## src/rtl/ctrt_pkg.sv

```systemverilog
// Shared types and codes for the chunked transfer reassembly tracker.
package ctrt_pkg;

    localparam int EPOCH_W = 8;
    localparam logic [EPOCH_W-1:0] EPOCH_FIRST = EPOCH_W'(1);
    localparam logic [EPOCH_W-1:0] EPOCH_LAST = {EPOCH_W{1'b1}};

    typedef logic [2:0] status_t;

    localparam status_t ST_STORED     = 3'd0;
    localparam status_t ST_RETRY      = 3'd1;
    localparam status_t ST_STARTED    = 3'd2;
    localparam status_t ST_PARSE_FAIL = 3'd3;
    localparam status_t ST_NO_RANGE   = 3'd4;
    localparam status_t ST_BOUNDS     = 3'd5;
    localparam status_t ST_SHORT      = 3'd6;
    localparam status_t ST_BAD_COUNT  = 3'd7;

    typedef struct packed {
        logic        parse_ok;
        logic [15:0] chunk_index;
        logic [15:0] payload_length;
        logic [31:0] path_key;
        logic [15:0] vertex_total;
        logic [15:0] turn_total;
        logic [15:0] total_chunks;
        logic [23:0] image_bytes;
    } item_t;

    typedef struct packed {
        logic [31:0] path_key;
        logic [15:0] vertex_total;
        logic [15:0] turn_total;
        logic [15:0] total_chunks;
        logic [23:0] image_bytes;
    } held_t;

    typedef struct packed {
        status_t     status;
        logic        accepted;
        logic        write_enable;
        logic        restart;
        logic        arrive_new;
        logic        done;
        logic [15:0] tally_inc;
    } check_t;

endpackage

```

## src/rtl/ctrt_check.sv

```systemverilog
// Chunk classification: manifest retry/restart, range, bounds and length checks.
module ctrt_check #(
    parameter int MAX_CHUNKS = 1024,
    parameter int CHUNK_PAYLOAD_BYTES = 240
) (
    input  ctrt_pkg::item_t item,
    input  logic [16+$clog2(CHUNK_PAYLOAD_BYTES+1)-1:0] offset,
    input  logic            held_valid,
    input  ctrt_pkg::held_t held,
    input  logic [15:0]     tally,
    input  logic            hit,
    output ctrt_pkg::check_t res
);

    localparam int OFF_W = 16 + $clog2(CHUNK_PAYLOAD_BYTES + 1);
    localparam int CMP_W = ((OFF_W > 24) ? OFF_W : 24) + 1;
    localparam logic [15:0] MAX_TOTAL = 16'(MAX_CHUNKS);
    localparam logic [15:0] FULL_LEN = 16'(CHUNK_PAYLOAD_BYTES);

    logic             is_manifest;
    logic             match;
    logic             bad_total;
    logic             range_bad;
    logic             last;
    logic             oob;
    logic             short_len;
    logic [CMP_W-1:0] off_x;
    logic [CMP_W-1:0] end_x;
    logic [CMP_W-1:0] size_x;

    assign is_manifest = (item.chunk_index == 16'd0);
    assign match = held_valid && (item.path_key == held.path_key)
                   && (item.vertex_total == held.vertex_total)
                   && (item.turn_total == held.turn_total);
    assign bad_total = (item.total_chunks == 16'd0) || (item.total_chunks > MAX_TOTAL);
    assign range_bad = !held_valid || (item.chunk_index >= held.total_chunks);
    assign last = (item.chunk_index == (held.total_chunks - 16'd1));

    assign off_x = CMP_W'(offset);
    assign end_x = off_x + CMP_W'(item.payload_length);
    assign size_x = CMP_W'(held.image_bytes);
    assign oob = (off_x >= size_x) || (end_x > size_x);
    assign short_len = !last && (item.payload_length != FULL_LEN);

    always_comb
    begin
        res = '0;
        res.tally_inc = tally;
        if (!item.parse_ok)
        begin
            res.status = ctrt_pkg::ST_PARSE_FAIL;
        end
        else if (is_manifest)
        begin
            if (match)
            begin
                res.status = ctrt_pkg::ST_RETRY;
                res.accepted = 1'b1;
            end
            else if (bad_total)
            begin
                res.status = ctrt_pkg::ST_BAD_COUNT;
            end
            else
            begin
                res.status = ctrt_pkg::ST_STARTED;
                res.accepted = 1'b1;
                res.restart = 1'b1;
            end
        end
        else if (range_bad)
        begin
            res.status = ctrt_pkg::ST_NO_RANGE;
        end
        else if (oob)
        begin
            res.status = ctrt_pkg::ST_BOUNDS;
        end
        else if (short_len)
        begin
            res.status = ctrt_pkg::ST_SHORT;
        end
        else
        begin
            res.status = ctrt_pkg::ST_STORED;
            res.accepted = 1'b1;
            res.write_enable = 1'b1;
            res.arrive_new = !hit;
            res.tally_inc = tally + (hit ? 16'd0 : 16'd1);
            res.done = (res.tally_inc == held.total_chunks);
        end
    end

endmodule

```

## config.mk

```make
export PLATFORM = sky130hd
export DESIGN_NAME = ctrt_check
export DESIGN_NICKNAME = d
export VERILOG_FILES = /design/src/rtl/ctrt_pkg.sv /design/src/rtl/ctrt_check.sv
export SDC_FILE = /design/constraint.sdc
export NUM_CORES = 1
export LEC_CHECK = 0
export BUFFER_PORTS_ARGS = -buffer_cell sky130_fd_sc_hd__buf_4
export CAP_MARGIN = 20
export CELL_PAD_IN_SITES_DETAIL_PLACEMENT = 1
export CELL_PAD_IN_SITES_GLOBAL_PLACEMENT = 1
export CORE_MARGIN = 1.5
export CORE_UTILIZATION = 32
export DETAILED_ROUTE_END_ITERATION = 7
export PLACE_DENSITY = 0.86
export SLEW_MARGIN = 20
export SYNTH_ARGS = -nofsm -noshare
export SYNTH_HDL_FRONTEND = slang
export SYNTH_SLANG_ARGS = --single-unit
```

## constraint.sdc

```tcl
create_clock -name vclk -period 8.7
set_input_delay 0.435 -clock vclk [all_inputs]
set_output_delay 0.435 -clock vclk [all_outputs]
set_load 0.005 [all_outputs]
```

==> results of run 1 <==
==> final cells by class <==
class	instances	area share [%]
Tap cell	184	3.27
Multi-Input combinational cell	562	62.3
Inverter	77	4.11
Timing Repair Buffer	284	30.3
==> worst max-delay path by stage <==
stage	startpoint	slack, ps	cells after the start	to
4_1_cts	offset[1]	2100	20	res[16]
5_1_grt	offset[1]	1640	20	res[16]
2_1_floorplan	offset[1]	3650	19	res[8]
3_5_place_dp	offset[1]	2130	20	res[16]
3_3_place_gp	offset[1]	2160	20	res[16]
6_report	offset[1]	2100	20	res[16]
==> cells in the mapped netlist, types with 8 or more instances <==
master / n / share of area [%]
sky130_fd_sc_hd__nor3_1: 19 / 2.0
sky130_fd_sc_hd__a31oi_1: 8 / 1.1
sky130_fd_sc_hd__and3_1: 9 / 1.2
sky130_fd_sc_hd__a21o_1: 15 / 2.4
sky130_fd_sc_hd__clkbuf_1: 8 / 0.63
sky130_fd_sc_hd__inv_1: 77 / 6.1
sky130_fd_sc_hd__xor2_1: 27 / 5.0
sky130_fd_sc_hd__nand4_1: 34 / 4.5
sky130_fd_sc_hd__nor4_1: 20 / 2.6
sky130_fd_sc_hd__and4_1: 8 / 1.5
sky130_fd_sc_hd__nand2_1: 31 / 2.5
sky130_fd_sc_hd__nor2_1: 29 / 2.3
sky130_fd_sc_hd__a211oi_1: 8 / 1.3
sky130_fd_sc_hd__ha_1: 83 / 22
sky130_fd_sc_hd__o21ai_0: 26 / 2.7
sky130_fd_sc_hd__nand3_1: 19 / 2.0
sky130_fd_sc_hd__a21oi_1: 30 / 3.2
sky130_fd_sc_hd__o22ai_1: 8 / 1.1
sky130_fd_sc_hd__xnor2_1: 92 / 17
==> per-stage QoR <==
step	hold WS (ps)	setup WS, ps	power, mW	cells	area [µm²]
finish	1120	2100	0.379	1107	7030
detailed placement	1120	2130	0.376	1107	7030
CTS	1120	2100	0.379	1107	7030
floorplan	901	3650	0.202	652	4740
global placement	1110	2160	0.363	1107	7030
global route	1130	1640	0.419	1107	7030
==> power breakdown <==
part           internal (mW)  total (mW)  switching (mW)
Combinational          0.195       0.379           0.184
Clock                      0           0               0
Sequential                 0           0               0
Total                  0.195       0.379           0.184
==> worst max-delay path, cell delays in order <==
cell	delay [ps]
sky130_fd_sc_hd__buf_4	120
sky130_fd_sc_hd__ha_1	300
sky130_fd_sc_hd__a211o_1	330
sky130_fd_sc_hd__a2111oi_0	750
sky130_fd_sc_hd__o31ai_1	210
sky130_fd_sc_hd__o211ai_1	210
sky130_fd_sc_hd__a21boi_0	130
sky130_fd_sc_hd__o21ai_0	240
sky130_fd_sc_hd__mux2i_1	230
sky130_fd_sc_hd__nand2_1	80
sky130_fd_sc_hd__ha_1	300
sky130_fd_sc_hd__nand3_1	160
sky130_fd_sc_hd__nor4_1	550
sky130_fd_sc_hd__a31oi_1	200
sky130_fd_sc_hd__a221oi_1	280
sky130_fd_sc_hd__o21ai_0	200
sky130_fd_sc_hd__and4bb_2	660
sky130_fd_sc_hd__nand3_4	200
sky130_fd_sc_hd__nor4_2	380
sky130_fd_sc_hd__buf_4	170
==> kinds of logic after synthesis <==
| kind of cell | after synthesis |
|---|---|
| AND/OR/NAND/NOR | 211 |
| multiplexers | 4 |
| adder cells (fa/ha/maj) | 84 |
| AO/OA/AOI/OAI | 144 |
| XOR/XNOR | 119 |
| buffers and inverters | 90 |
==> cells in the final DEF, fill, tap and decap left out, types with 3 or more instances in the layout <==
master / netlist / layout
sky130_fd_sc_hd__a211oi_1: 8 / 8
sky130_fd_sc_hd__a21o_1: 15 / 15
sky130_fd_sc_hd__a21oi_1: 30 / 30
sky130_fd_sc_hd__a221oi_1: 5 / 5
sky130_fd_sc_hd__a22o_1: 5 / 5
sky130_fd_sc_hd__a31oi_1: 8 / 8
sky130_fd_sc_hd__and2_1: 6 / 6
sky130_fd_sc_hd__and3_1: 9 / 9
sky130_fd_sc_hd__and4_1: 8 / 8
sky130_fd_sc_hd__buf_4: 0 / 284
sky130_fd_sc_hd__ha_1: 83 / 83
sky130_fd_sc_hd__inv_1: 77 / 77
sky130_fd_sc_hd__nand2_1: 31 / 31
sky130_fd_sc_hd__nand2b_1: 5 / 5
sky130_fd_sc_hd__nand3_1: 19 / 19
sky130_fd_sc_hd__nand4_1: 34 / 34
sky130_fd_sc_hd__nand4_2: 6 / 6
sky130_fd_sc_hd__nor2_1: 29 / 29
sky130_fd_sc_hd__nor2b_1: 6 / 6
sky130_fd_sc_hd__nor3_1: 19 / 19
sky130_fd_sc_hd__nor4_1: 20 / 20
sky130_fd_sc_hd__o211ai_1: 5 / 5
sky130_fd_sc_hd__o21a_1: 7 / 7
sky130_fd_sc_hd__o21ai_0: 26 / 26
sky130_fd_sc_hd__o221ai_1: 3 / 3
sky130_fd_sc_hd__o22ai_1: 8 / 8
sky130_fd_sc_hd__o31ai_1: 3 / 3
sky130_fd_sc_hd__xnor2_1: 92 / 92
sky130_fd_sc_hd__xor2_1: 27 / 27
==> layer usage <==
metal	track usage (%)	vias to the layer above
met5	0	-
met4	2.37	0
met3	2.58	20
met2	47.3	203
met1	31.9	2798
li1	-	2941
==> run summary, run 1 <==
The run finished with clean final reports. The quantity of I/O buffers inserted on ports is ~280. The number of antenna repair diodes is 0. For this block, the via count after detailed routing is roughly 6000.

The post-route core utilization is 48.6%. The path with the worst hold slack has its endpoint at res[17]. The areal power density over the cells came out at 53.9 mW/mm². The number of clock buffer instances in the layout came out at 0. The number of hold buffers added after cts came out at 0.

The net count of the mapped netlist came out at between 1000 and 1500. The cell count after synthesis is between 600 and 700. The via count normalized by instance count came out at between 5 and 6. The average instance in the mapped netlist occupies about 7.3 µm². STA classifies the critical path endpoint as an output pin. For the finished layout, the period the worst path requires is around 6600 ps. The core region is 0.0145 mm².

The number of placed I/O pins came out at a little over 300. The design has 0 sequential cells. The number of buffers added for setup after CTS is 0. Based on the critical path, the design can be clocked at up to ~150 MHz. The total half-perimeter wirelength after legalization and detailed placement came out at between 15000 and 20000 µm. The floorplan die height is 125 µm. The global-route usage over all layers is approximately a quarter.

The leakage power came out at 3.56 nW. The number of antenna violations at the first check in global routing is 0. The share of layout cells above drive strength 1 came out at roughly 33%. Routability-driven placement finished with a final weighted congestion of approximately 0.87.

IR analysis of the VDD net gives a maximum drop of about 0.027 mV. The wire length the detailed router placed on met1 is between 8000 and 9000 µm. The number of antenna-violating nets in the routed design came out at 0. The synthesized-area fraction occupied by and/or/nand/nor cells is 26.3%. The routed design uses ~1200 µm of met3 wire.

The met2 routed wirelength is approximately 10000 µm. The number of setup violations in the final report came out at 0. Across the whole layout, storage elements account for 0 µm². The chip width came out at around 120 µm. In the final timing run, aggregate negative setup slack is 0 ps.

The number of unique standard cell types used by synthesis is between 60 and 70. The detailed router finished its first iteration with around 260 violations. The residual overflow from global routing came out at 0. The number of instances on the worst hold path came out at 3. The residual DRC count is 0. After synthesis, the largest family of logic cells by area is simple AND/OR/NAND/NOR gates. The startpoint identified for the worst hold timing path is hit. The compound-cell area share of the yosys netlist came out at 20.7%.

The xor and xnor fraction of the mapped netlist area came out at about 22%. The routed length per placed instance is around 18 µm. For the worst setup path, the data required time is roughly 8300 ps.

The number of nets at the end of the flow came out at 1292. The via count of the first global-routing pass came out at 6344. The count of warnings emitted by yosys came out at 0.

The final count of pins violating max slew came out at 0. In this run the top signal layer used is met4. The pin slew with the least headroom to its limit is ~840 ps. The routed design has roughly 20000 µm of wire. The area of the mapped netlist came out at 0.00474 mm².

The number of detailed-route iterations in the first pass is 4. In this run the worst path has a maximum fanout of 15. The count of max-cap constraint violations came out at 0. STA classifies the critical path startpoint as an input pin. The startpoint-to-endpoint class of the critical path is input pin to output pin. Setup repair after global routing left no endpoint under its margin.

The wire length of the first global-routing pass is about 32000 µm. The effective utilization at floorplan came out at roughly a third. The worst path arrival time is 6170 ps. The mux share of post-synthesis cell area came out at roughly 1.1%. The layout has approximately 1900 filler cells.

The number of hold violations in the final report is 0. The synthesized-area fraction occupied by adder cells came out at 22.4%. The row count came out at between 40 and 50.

The total area of multi-input combinational cells came out at about 0.0044 mm². The post-cts sizing count came out at 0. The post-route fraction of the period consumed by the critical path is between 70 and 80%. The full die area came out at about 0.016 mm². The synthesis-to-layout area growth is 48.5%. Measured against its own limit, the worst slew margin works out to between 40% and 50%. The share of the Yosys chip area taken by registers is 0%. The worst hold path belongs to the class input pin to output pin.

The maximum number of pins on one net before global-route repair came out at 20.
No activity file was read; power rests on OpenSTA's default activity.
==> run 2, diff against run 1 <==
--- a/config.mk
+++ b/config.mk
@@ -10,9 +10,9 @@
 export CELL_PAD_IN_SITES_DETAIL_PLACEMENT = 1
 export CELL_PAD_IN_SITES_GLOBAL_PLACEMENT = 1
 export CORE_MARGIN = 1.5
-export CORE_UTILIZATION = 32
+export CORE_UTILIZATION = 30
 export DETAILED_ROUTE_END_ITERATION = 7
-export PLACE_DENSITY = 0.86
+export PLACE_DENSITY = 0.81
 export SLEW_MARGIN = 20
 export SYNTH_ARGS = -nofsm -noshare
 export SYNTH_HDL_FRONTEND = slang
==> constraint.sdc (replaced) <==
create_clock -name vclk -period 6.7
set_input_delay 0.335 -clock vclk [all_inputs]
set_output_delay 0.335 -clock vclk [all_outputs]
set_load 0.005 [all_outputs]
==> run summary, run 2 (synthesis gave the netlist of run 1 again) <==
The flow ran to the end, and the final reports show no timing, DRC or antenna violations. The post-cts sizing count came out at 0. Compared with the post-synthesis result, the final layout area differs by 49.5%. The residual DRC count came out at 0.

The worst slack at placement came out at between 900 and 1000 ps. For this run, the total global-route usage over all layers was measured as around 23%. Setup violations remaining at the end of the flow were counted as 0. The total negative slack is 0 ps. The number of cells in the finished layout apart from fillers came out at roughly 1100. The number of detailed-route iterations in the first pass is 4. The number of antenna violations at the first check in global routing came out at 0. The count of max-cap constraint violations came out at 0. For the pin with the worst max-slew slack, the measured transition is 606 ps. In the layout the commonest cells are sky130_fd_sc_hd__buf_4 (286), sky130_fd_sc_hd__xnor2_1 (92), sky130_fd_sc_hd__ha_1 (83). The worst pin sits at a relative slew slack of about three fifths.

In this run the power density over the cells is a little under 70 mW/mm². The number of nets at the end of the flow came out at between 1000 and 1500. The number of antenna repair diodes is 0. The number of DRC markers in iteration 0 came out at approximately 300.

The number of hold buffers added after cts came out at 0. The die covers 0.0165 mm². The area taken by flip-flops and latches came out at 0 µm². The startpoint-to-endpoint class of the critical path is input pin to output pin. The number of buffers added for setup after CTS came out at 0. In this run the horizontal extent of the chip is 129 µm. The design has 0 sequential cells. The first global-routing pass estimated 30500 µm of wire. The worst path in the final design needs a cycle of around 5800 ps, including I/O delays and setup. The post-route fraction of the period consumed by the critical path is between 80% and 90%.

Entering global routing, the biggest net connects 20 pins. The number of filler instances in the final layout came out at approximately 2000. The worst setup path is captured at an output pin. The final worst-path setup slack is roughly 900 ps. The residual overflow from global routing came out at 0. In this run the static leakage power is ~3.6 nW. The number of placed I/O pins is about 310. The min-delay analysis places its worst path in the category input pin to output pin.

Of all nets on the critical path, the largest fanout is 9. The total number of vias is roughly 5900. The worst setup path is launched from an input pin. Cells with a size suffix above 1 make up 33.0% of the layout. The via count of the first global-routing pass is 6020. Dividing the detail-routed wire length by the instance count gives ~18 µm. The total half-perimeter wirelength after legalization and detailed placement came out at around 18000 µm. The total wirelength of the detailed-routed design came out at 19900 µm. The row count came out at between 40 and 50. The data required time of the worst path is ~6400 ps. The final-layout worst hold slack is ~910 ps.

The achievable clock frequency is around 170 MHz. The effective utilization at floorplan came out at a little under a third. In the finished layout, the clock tree contains a buffer count of 0. The core area came out at roughly 0.015 mm². The number of hold violations in the final report is 0. In the routed layout, each cell is associated on average with a via count of 5.24. Leaving out fill and tap cells, the most frequent cell in the layout is sky130_fd_sc_hd__buf_4.

The final count of pins violating max slew is 0. The worst path arrival time came out at roughly 5500 ps. The floorplan die height is around 130 µm.

The peak ir drop on the vdd network came out at 0.0282 mV. The number of antenna-violating nets in the routed design is 0. Setup repair after global routing left no endpoint under its margin. The final RePlAce weighted congestion is roughly 0.9. Once placement completed, the tool counted placed cells totaling approximately 1100. The quantity of I/O buffers inserted on ports is around 280.
## run 2: cell type report
| class | instances | area, µm² | area share (%) |
|---|---|---|---|
| Timing Repair Buffer | 286 | 2150 | 30.3 |
| Tap cell | 211 | 264 | 3.73 |
| Multi-Input combinational cell | 562 | 4380 | 61.9 |
| Inverter | 77 | 289 | 4.08 |
## run 2: stage by stage
| step | utilization (%) | instance area, µm² | total power [mW] |
|---|---|---|---|
| final | 46.2 | 7080 | 0.489 |
| after global routing | 46.2 | 7080 | 0.544 |
| after CTS | 46.2 | 7080 | 0.490 |
| after detailed placement | 46.2 | 7080 | 0.487 |
| after global placement | 46.2 | 7080 | 0.474 |
| after floorplan | - | 4740 | 0.262 |
## run 2: per-layer routing
metal	wire length (µm)	track usage (%)	part of all wire, %
met1	8430	28.5	42
met2	9800	43.3	49
met3	1420	3.24	7.1
met4	290	3.11	1.5
met5	0	0	0
## run 2: worst max-delay path: stages
cell and delay (ps):
sky130_fd_sc_hd__buf_4 120, sky130_fd_sc_hd__ha_1 310, sky130_fd_sc_hd__a211o_1 340, sky130_fd_sc_hd__a2111oi_0 380, sky130_fd_sc_hd__buf_4 200, sky130_fd_sc_hd__o31ai_1 80
sky130_fd_sc_hd__o211ai_1 220, sky130_fd_sc_hd__a21boi_0 150, sky130_fd_sc_hd__o21ai_0 250, sky130_fd_sc_hd__mux2i_1 210, sky130_fd_sc_hd__nand2_1 70, sky130_fd_sc_hd__ha_1 300
sky130_fd_sc_hd__nand3_1 130, sky130_fd_sc_hd__nor4_1 430, sky130_fd_sc_hd__a31oi_1 170, sky130_fd_sc_hd__a221oi_1 270, sky130_fd_sc_hd__o21ai_0 190, sky130_fd_sc_hd__and4bb_2 480
sky130_fd_sc_hd__buf_4 230, sky130_fd_sc_hd__nand4_2 110, sky130_fd_sc_hd__xnor2_1 320, sky130_fd_sc_hd__buf_4 180
## run 2: power by group
group	total (mW)	leakage, nW	internal, mW	switching, mW
clock	0	0	0	0
sequential	0	0	0	0
combinational	0.489	3.57	0.255	0.234
total	0.489	3.57	0.255	0.234
## run 2: worst paths after layout
path                  startpoint       to  slack, ps  depth (start not counted)
worst max-delay path   offset[1]  res[10]        900                         22
worst min-delay path         hit  res[17]        910                          3
